File: config.mk
export PLATFORM = sky130hd
export DESIGN_NAME = wcjh_div
export DESIGN_NICKNAME = d
export VERILOG_FILES = /design/src/wcjh_pkg.sv /design/src/wcjh_div.sv
export SDC_FILE = /design/constraint.sdc
export NUM_CORES = 1
export LEC_CHECK = 0
export ABC_AREA = 0
export BUFFER_PORTS_ARGS = -buffer_cell sky130_fd_sc_hd__buf_2
export CORE_ASPECT_RATIO = 0.75
export CORE_UTILIZATION = 56
export DETAILED_ROUTE_END_ITERATION = 10
export PLACE_DENSITY = 0.79
export SLEW_MARGIN = 20
export SYNTH_ARGS = -nofsm -noshare
export SYNTH_HDL_FRONTEND = slang
export SYNTH_SLANG_ARGS = --single-unit
File: constraint.sdc
create_clock -name clk -period 3.7 [get_ports clk]
set_clock_uncertainty 0.1 [all_clocks]
set_input_delay 0.555 -clock clk [delete_from_list [all_inputs] [get_ports clk]]
set_output_delay 0.555 -clock clk [all_outputs]
set_load 0.02 [all_outputs]
File: src/wcjh_pkg.sv
// Shared types and constants of the wind class joint histogram.
package wcjh_pkg;

    // Fixed field widths
    localparam int MONTH_W   = 4;
    localparam int DAY_W     = 5;
    localparam int KEY_W     = MONTH_W + DAY_W;
    localparam int SPEED_W   = 16;
    localparam int CLASS_W   = 3;
    localparam int DIR_W     = 5;
    localparam int BIN_W     = 3;
    localparam int STATUS_W  = 3;
    localparam int OUT_W     = 20;
    localparam int SHARE_W   = 17;
    localparam int CFG_IDX_W = 2;
    localparam int CFG_W     = 5;

    // Speed class thresholds in cm/s
    localparam int EDGE_COUNT = 7;
    localparam logic [SPEED_W-1:0] SPEED_EDGES [EDGE_COUNT] = '{
        16'd75, 16'd150, 16'd250, 16'd350, 16'd550, 16'd750, 16'd1000
    };

    // Warm window defaults: 16 April to 15 October
    localparam logic [MONTH_W-1:0] RST_START_MONTH = 4'd4;
    localparam logic [DAY_W-1:0]   RST_START_DAY   = 5'd15;
    localparam logic [MONTH_W-1:0] RST_END_MONTH   = 4'd10;
    localparam logic [DAY_W-1:0]   RST_END_DAY     = 5'd15;

    // Configuration register indexes
    typedef enum logic [CFG_IDX_W-1:0] {
        REG_WARM_START_MONTH,
        REG_WARM_START_DAY,
        REG_WARM_END_MONTH,
        REG_WARM_END_DAY
    } cfg_reg_t;

    // Result status codes
    typedef enum logic [STATUS_W-1:0] {
        ST_OK,
        ST_BAD_CLASS,
        ST_NEG_SPEED,
        ST_BAD_DIR,
        ST_BAD_READ
    } status_t;

endpackage

File: src/wcjh_div.sv
// Restoring divider giving floor(num * 2^16 / den) one quotient bit per cycle.
module wcjh_div
    import wcjh_pkg::*;
#(
    parameter int W = 20
) (
    input  logic               clk,
    input  logic               rst_n,
    input  logic               start,
    input  logic [W-1:0]       num,
    input  logic [W-1:0]       den,
    output logic               done,
    output logic [SHARE_W-1:0] quotient
);

    localparam int CW = $clog2(SHARE_W);
    localparam logic [CW-1:0] LAST_STEP = CW'(SHARE_W - 1);

    logic [W:0]         rem_reg;
    logic [W-1:0]       den_reg;
    logic [SHARE_W-1:0] q_reg;
    logic [CW-1:0]      cnt_reg;
    logic               busy_reg;
    logic               zero_reg;
    logic               done_reg;
    logic [W+1:0]       diff;
    logic               fits;

    // Trial subtraction; num <= den keeps the quotient within 17 bits
    assign diff = {1'b0, rem_reg} - {2'b00, den_reg};
    assign fits = ~diff[W+1];

    always_ff @(posedge clk or negedge rst_n)
    begin
        if (!rst_n)
        begin
            rem_reg  <= '0;
            den_reg  <= '0;
            q_reg    <= '0;
            cnt_reg  <= '0;
            busy_reg <= 1'b0;
            zero_reg <= 1'b0;
            done_reg <= 1'b0;
        end
        else
        begin
            done_reg <= 1'b0;
            if (start)
            begin
                rem_reg  <= {1'b0, num};
                den_reg  <= den;
                q_reg    <= '0;
                cnt_reg  <= '0;
                busy_reg <= 1'b1;
                zero_reg <= (den == '0);
            end
            else if (busy_reg)
            begin
                q_reg   <= {q_reg[SHARE_W-2:0], fits};
                rem_reg <= fits ? {diff[W-1:0], 1'b0} : {rem_reg[W-1:0], 1'b0};
                cnt_reg <= cnt_reg + 1'b1;
                if (cnt_reg == LAST_STEP)
                begin
                    busy_reg <= 1'b0;
                    done_reg <= 1'b1;
                end
            end
        end
    end

    assign done     = done_reg;
    assign quotient = zero_reg ? '0 : q_reg;

endmodule

# Word level (Yosys, flattened, before mapping)
# Index checks and enable logic that the tools add are counted.
# totals
reg_bits	66
input_bits	43
out_inout_bits	18
wordCells	27
# classes
addsub	2
eq_ne	1
mux	14
n_bitwise	1
n_reduce_logical	2
# op_table
operator	n
21-bit two-way mux	3
17-bit two-way mux	3
21-bit by 20-bit subtractor with 22-bit output	1
20-bit logical NOT	1
5-bit two-way mux	2
1-bit two-way mux	6
5-bit by 1-bit adder with 5-bit output, second input constant	1
5-bit equality test, second input constant	1
2-bit nonzero test	1
1-bit NOT	1

# Longest topological paths before layout
# Gate-level depths: netlist of run 1.
# depth
ltp_word	4
mapped_depth	13
depth_no_buf	12

# Least setup slack after synthesis of run 1
# Ideal clock, no wire load.
# synth_timing
kind	register to register
startpoint	register rem_reg[14]
endpoint	register rem_reg[10]
setup_ns	0.135
arrival_time_ns	2.451
required_time_ns	3.465
path_slack_ns	1.014
path_stages_with_launch	12
path_buffers	3
synth_period_minus_slack_ns	2.686
cell_sequence	dfrtp_1 > ha_1 > buf_6 > a21o_1 > a21o_1 > a221oi_2 > a21oi_1 > a2111oi_4 > buf_6 > buf_8 > mux2i_1 > a21oi_1
# synth_via
elab_chain_cells	4
# synth_rtl
item	line_no	text
start, declared	wcjh_div.sv:19	logic [W:0] rem_reg;
start signal, assigned	wcjh_div.sv:50	rem_reg <= {1'b0, num};
start signal, assigned	wcjh_div.sv:60	rem_reg <= fits ? {diff[W-1:0], 1'b0} : {rem_reg[W-1:0], 1'b0};
21-bit by 20-bit subtractor with 22-bit output	wcjh_div.sv:30	assign diff = {1'b0, rem_reg} - {2'b00, den_reg};
21-bit two-way mux	wcjh_div.sv:60	
21-bit two-way mux	wcjh_div.sv:57	else if (busy_reg)
21-bit two-way mux	wcjh_div.sv:48	if (start)
# Every way passes these cells. The select of a mux whose other input is x is not followed.
# A chain may end at the register's enable or synchronous reset.

# Worst setup path after layout of run 1
# layout_timing
startpoint	register rem_reg[14]
endpoint	register rem_reg[14]
# The elaborated chain is that of the path after synthesis.

==> results of run 1 <==
## metal layers
| layer | global-route usage | vias to the layer above |
|---|---|---|
| li1 | - | 1670 |
| met1 | 0.3751 | 1557 |
| met2 | 0.3988 | 84 |
| met3 | 0.06606 | 15 |
| met4 | 0.08213 | 0 |
| met5 | 0 | - |
## power by group through the flow
stage / combinational, mW / sequential, mW / clock (mW)
floorplan: 1.34 / 0.948 / 0
global placement: 1.53 / 0.978 / 0
detailed placement: 1.57 / 0.982 / 0
CTS: 1.59 / 0.970 / 0.690
global route: 1.80 / 0.988 / 0.720
finish: 1.61 / 0.972 / 0.680
## cell type report
type | instances | area (µm²) | share of cell area
clock buffers | 11 | 141.4 | 0.03065
clock inverters | 5 | 77.57 | 0.01682
inverters | 33 | 123.9 | 0.02685
multi-input cells | 327 | 2145 | 0.4649
flip-flops and latches | 66 | 1653 | 0.3583
well taps | 98 | 122.6 | 0.02658
repair buffers | 65 | 350.3 | 0.07594
## final timing paths
path | slack (ns) | to | depth (start not counted) | start
max | 0.49 | rem_reg[14]$_DFFE_PN0P_ | 9 | rem_reg[14]$_DFFE_PN0P_
min | 0.07 | den_reg[12]$_DFFE_PN0P_ | 2 | rst_n
max reg2reg | 0.49 | rem_reg[14]$_DFFE_PN0P_ | 9 | rem_reg[14]$_DFFE_PN0P_
min reg2reg | 0.42 | q_reg[16]$_DFFE_PN0P_ | 2 | q_reg[16]$_DFFE_PN0P_
max in group asynchronous | 2.89 | busy_reg$_DFF_PN0_ | 2 | rst_n
min in group clk | 0.31 | rem_reg[0]$_DFFE_PN0P_ | 3 | num[0]
## per-stage QoR
step           instances  cell area, µm²  setup WS, ns
5_1_grt              605            4613        0.3014
3_5_place_dp         589            4394        0.6110
2_1_floorplan        452            4051         1.014
6_report             605            4613        0.4858
4_1_cts              605            4613        0.5181
3_3_place_gp         589            4394        0.7364
## cell usage in the layout, fill, tap and decap left out, types with 3 or more instances in the layout
cell type and instances:
ha_1 22, nor2_1 43, o211ai_1 4, nor4_1 5
nor3_1 10, a21o_1 9, inv_1 33, buf_2 60
a31oi_1 5, a21oi_1 43, a221oi_1 5, nor2b_1 21
nor3b_1 11, dfrtp_1 65, buf_4 4, clkbuf_8 10
o31ai_1 3, xor2_1 9, xnor2_1 11, nand4_1 3
mux2i_1 23, nand3_1 6, nand2_1 34, o21ai_0 31
o21ai_1 3
## logic make-up (layout without fill, tap and decap cells)
group,after synthesis,after routing,synth area share
and+or+nand+nor,143,143,0.1748
muxes,24,24,0.05960
AOI/OAI and AO/OA,117,117,0.1788
adders and majority gates,23,23,0.07288
DFF,66,66,0.4077
xor gates and xnor gates,20,20,0.04324
buffers and inverters,59,114,0.06300
==> impl_metrics.toml, run 1 <==
[hold_path]
worst_hold_path_type = "in -> async"

[route]
drt-total-wl_mm = 9.094
wl_met3_um = 459
via_per_inst = 5.498
top_layer_used = "met4"
drc = 0
wl_met2_mm = 4.031
dr.pass1.iters = 4
post_drt_wl_per_cell_um = 15.03
drtIter0Drc = 194
via_count = 3326
wl_met1_mm = 4.478
ant_nets = 0

[clock_network]
clk_path_buf_depth = 2
clock_latency_ns = 0.36
clockRootBuffer = "clkbuf_8"
clock-sinks = 66
cts_buffers = 9
postCtsHoldBufs = 0
cts.clk_slew.worst_paths_ns = 0.08
postCtsSetupBuffers = 0
cts_tree = "done"
htreeDepth = 3
cts_resized = 0

[die]
core_um2 = 6897
die_area_um2 = 7582
fp.dieW_um = 100.2
rows = 26
io_pins = 61
die_y_um = 75.66
start_util = 0.5874

[sta]
fin_crit_ns = 3.214
finalCritPeriodShare = 0.8687
finalHoldViolations = 0
relSlewSlack = 0.4706
worst_pin_slew_ns = 0.7925
tns_ns = 0
setup_viol = 0
slew_violations = 0
rsz0062_at_grt = "no"
fmax_mhz = 311.1
whs_ns = 0.07388

[power]
p_total_mw = 3.259
p_sw_frac = 0.3969
power_frac_clock = 0.209
power.density_nw_per_um2 = 706.3
combPwrFrac = 0.493
leakagePower_nw = 2.327
power_frac_seq = 0.298
ir_drop_v = 0.0003761
p_sw_mw = 1.293
p_int_mw = 1.965

[finish]
n_antenna_cell = 0
layout-drive-gt1-share = 0.1677
final_nets = 568
fill_cells = 587
final_core_util = 0.6689
largest_reg_flops = 21
syn_to_final_growth_pct = 13.87

[placement]
place_congestion = 0.9110
dpl.hpwl_mm = 6.522
io_buffers = 60

[yosys]
yosysTopAreaCell = "dfrtp_1"
synth_common_cells = "66 x dfrtp_1, 43 x a21oi_1, 43 x nor2_1"
ys_ff_latch = 66
async_flop_share = 1.000
yosysWarningCount = 0
synth_edf_count = 0
synthDistinctLibCells = 47
ys_seq_area_frac = 0.4077
syn_area_um2 = 4051
synth_ff_type = "dfrtp_1"
syn_nets = 518
synth_top_area_frac = 0.4077
syn-instance-count = 452
synthTopCellsByArea = "dfrtp_1 41%, ha_1 6.8%, mux2i_1 5.7%"
syn_area_per_cell_um2 = 8.963
post-synth-top-count-cell = "dfrtp_1"

[global_routing]
grt_pass1_wl_mm = 15.10
track_usage = 0.2628
antenna_found_initial = 0
grt_pass1_vias = 3078
overflow = 0
grt_max_degree = 89

[setup_path]
cp_num_buf_inv = 1
crit_required_ns = 3.84
worst_setup_path_start_kind = "flop"
cp_max_fo = 32
cp_slowest_stage_delay_ns = 0.60
endpoint_kind = "flop"
cpLargestDelayFamily = "compound AO/OA/AOI/OAI gates"
cp_cell_sequence = "ha_1 > a21o_1 > a21o_1 > a221oi_2 > a21oi_1 > a2111oi_4 > buf_12 > a21oi_1 > a221oi_1"
arrival_ns = 3.36
crit_type = "reg -> reg"
crit_slowest_cell = "a2111oi_4"

[flow_run]
maxCapViolCount = 0

[run_status]
status = "completed"
(Power assumes the default switching activity.)
==> run 2, diff against run 1 <==
Settings changed: CTS_BUF_LIST set to sky130_fd_sc_hd__clkbuf_8.
==> impl_metrics.toml, run 2 (synthesized netlist as in run 1, its figures left out) <==
[global_routing]
grt_pass1_wl_mm = 15.10
antenna_found_initial = 0
grt_pass1_vias = 3078
grt_max_degree = 89
overflow = 0
track_usage = 0.2628

[setup_path]
arrival_ns = 3.36
rr_startpoint = "rem_reg[14]$_DFFE_PN0P_"
rrSetupSlack_ns = 0.49
crit_type = "reg -> reg"
reg2regPathDepth = 9
cp_slowest_stage_delay_ns = 0.60
cp_num_buf_inv = 1
endpoint_kind = "flop"
regToRegEndpoint = "rem_reg[14]$_DFFE_PN0P_"
crit_required_ns = 3.84
worst_setup_path_start_kind = "flop"
cp_cell_sequence = "ha_1 > a21o_1 > a21o_1 > a221oi_2 > a21oi_1 > a2111oi_4 > buf_12 > a21oi_1 > a221oi_1"
crit_slowest_cell = "a2111oi_4"
cp_max_fo = 32
cpLargestDelayFamily = "compound AO/OA/AOI/OAI gates"

[die]
fp.dieW_um = 100.2
die_area_um2 = 7582
rows = 26
io_pins = 61
start_util = 0.5874
die_y_um = 75.66
core_um2 = 6897

[placement]
io_buffers = 60
place_congestion = 0.9110
dpl.hpwl_mm = 6.522
dpl_cell_area_um2 = 4394

[sta]
setup_viol = 0
finalHoldViolations = 0
relSlewSlack = 0.4706
fmax_mhz = 311.1
rsz0062_at_grt = "no"
worst_pin_slew_ns = 0.7925
fin_crit_ns = 3.214
tns_ns = 0
finalCritPeriodShare = 0.8687
slew_violations = 0
whs_ns = 0.07385

[finish]
largest_reg_flops = 21
final_cell_mix = "65 x dfrtp_1, 60 x buf_2, 43 x nor2_1, 43 x a21oi_1"
multi_input_area_um2 = 2145
stdcell_area_um2 = 4613
final_nets = 568
regArea_um2 = 1653
n_antenna_cell = 0
syn_to_final_growth_pct = 13.87
fill_cells = 587
layout.cells.most_common = "dfrtp_1"
layout-drive-gt1-share = 0.1677

[clock_network]
postCtsSetupBuffers = 0
clk_path_buf_depth = 2
cts_resized = 0
clock-sinks = 66
clock_latency_ns = 0.36
clockRootBuffer = "clkbuf_8"
cts.clk_slew.worst_paths_ns = 0.08
cts_buffers = 9
htreeDepth = 3
cts_tree = "done"
postCtsHoldBufs = 0

[route]
drt-total-wl_mm = 9.096
drc = 0
via_count = 3325
ant_nets = 0
drtIter0Drc = 194
dr.pass1.iters = 4
via_per_inst = 5.496
post_drt_wl_per_cell_um = 15.03

[run_status]
status = "completed"

[power]
ir_drop_v = 0.0003761
leakagePower_nw = 2.331
power.density_nw_per_um2 = 705.7

[hold_path]
worst_hold_path_type = "in -> async"

[flow_run]
maxCapViolCount = 0
run 2: cell types whose count changed in the layout (fill, tap and decap cells not counted):
cell / previous run / this run
clkbuf_1: 1 / 0
inv_1: 33 / 34
run 2: how the worst max path moves through the flow:
stage / startpoint / to / slack [ns] / depth (start not counted)
after floorplan: rem_reg[14]$_DFFE_PN0P_ / rem_reg[10]$_DFFE_PN0P_ / 1.01 / 11
after global placement: rem_reg[14]$_DFFE_PN0P_ / rem_reg[12]$_DFFE_PN0P_ / 0.74 / 10
after detailed placement: rem_reg[14]$_DFFE_PN0P_ / rem_reg[12]$_DFFE_PN0P_ / 0.61 / 10
after CTS: rem_reg[14]$_DFFE_PN0P_ / rem_reg[14]$_DFFE_PN0P_ / 0.52 / 9
after global routing: rem_reg[14]$_DFFE_PN0P_ / rem_reg[14]$_DFFE_PN0P_ / 0.30 / 9
final: rem_reg[14]$_DFFE_PN0P_ / rem_reg[14]$_DFFE_PN0P_ / 0.49 / 9
run 2: worst register-to-register path: cells and delay by family, from the launching register on:
kind	cells	cell delay [ns]
AOI/OAI and AO/OA	7	1.91
adders and majority gates	1	0.41
buffers and inverters	1	0.27
DFF	1	0.42
run 2: metrics by stage:
stage,utilization,total power [mW],cells,setup slack [ns]
5_1_grt,0.6689,3.502,605,0.3014
2_1_floorplan,-,2.284,452,1.014
6_report,0.6689,3.256,605,0.4858
3_5_place_dp,0.6372,2.556,589,0.6110
4_1_cts,0.6689,3.245,605,0.5181
3_3_place_gp,0.6372,2.503,589,0.7364
run 2: report_power, final:
group	total (mW)	leakage (nW)	internal (mW)	switching [mW]
Clock	0.677	0.113	0.393	0.284
Sequential	0.972	0.832	0.859	0.113
Combinational	1.61	1.38	0.710	0.896
Total	3.26	2.33	1.96	1.29
run 2: final cells by class:
cell class / instances / share of cell area
clock inverter: 6 / 0.01763
timing repair buffer: 65 / 0.07594
clock buffer: 10 / 0.02983
multi-input combinational: 327 / 0.4649
sequential: 66 / 0.3583
tap: 98 / 0.02658
inverter: 33 / 0.02685
run 2: per-layer routing:
metal  global-route usage  wire length, µm  up-vias
met5                    0                0        -
met4              0.08213              124        0
met3              0.06606              459       15
met2               0.3988             4027       84
met1               0.3751             4485     1556
li1                     -                -     1670
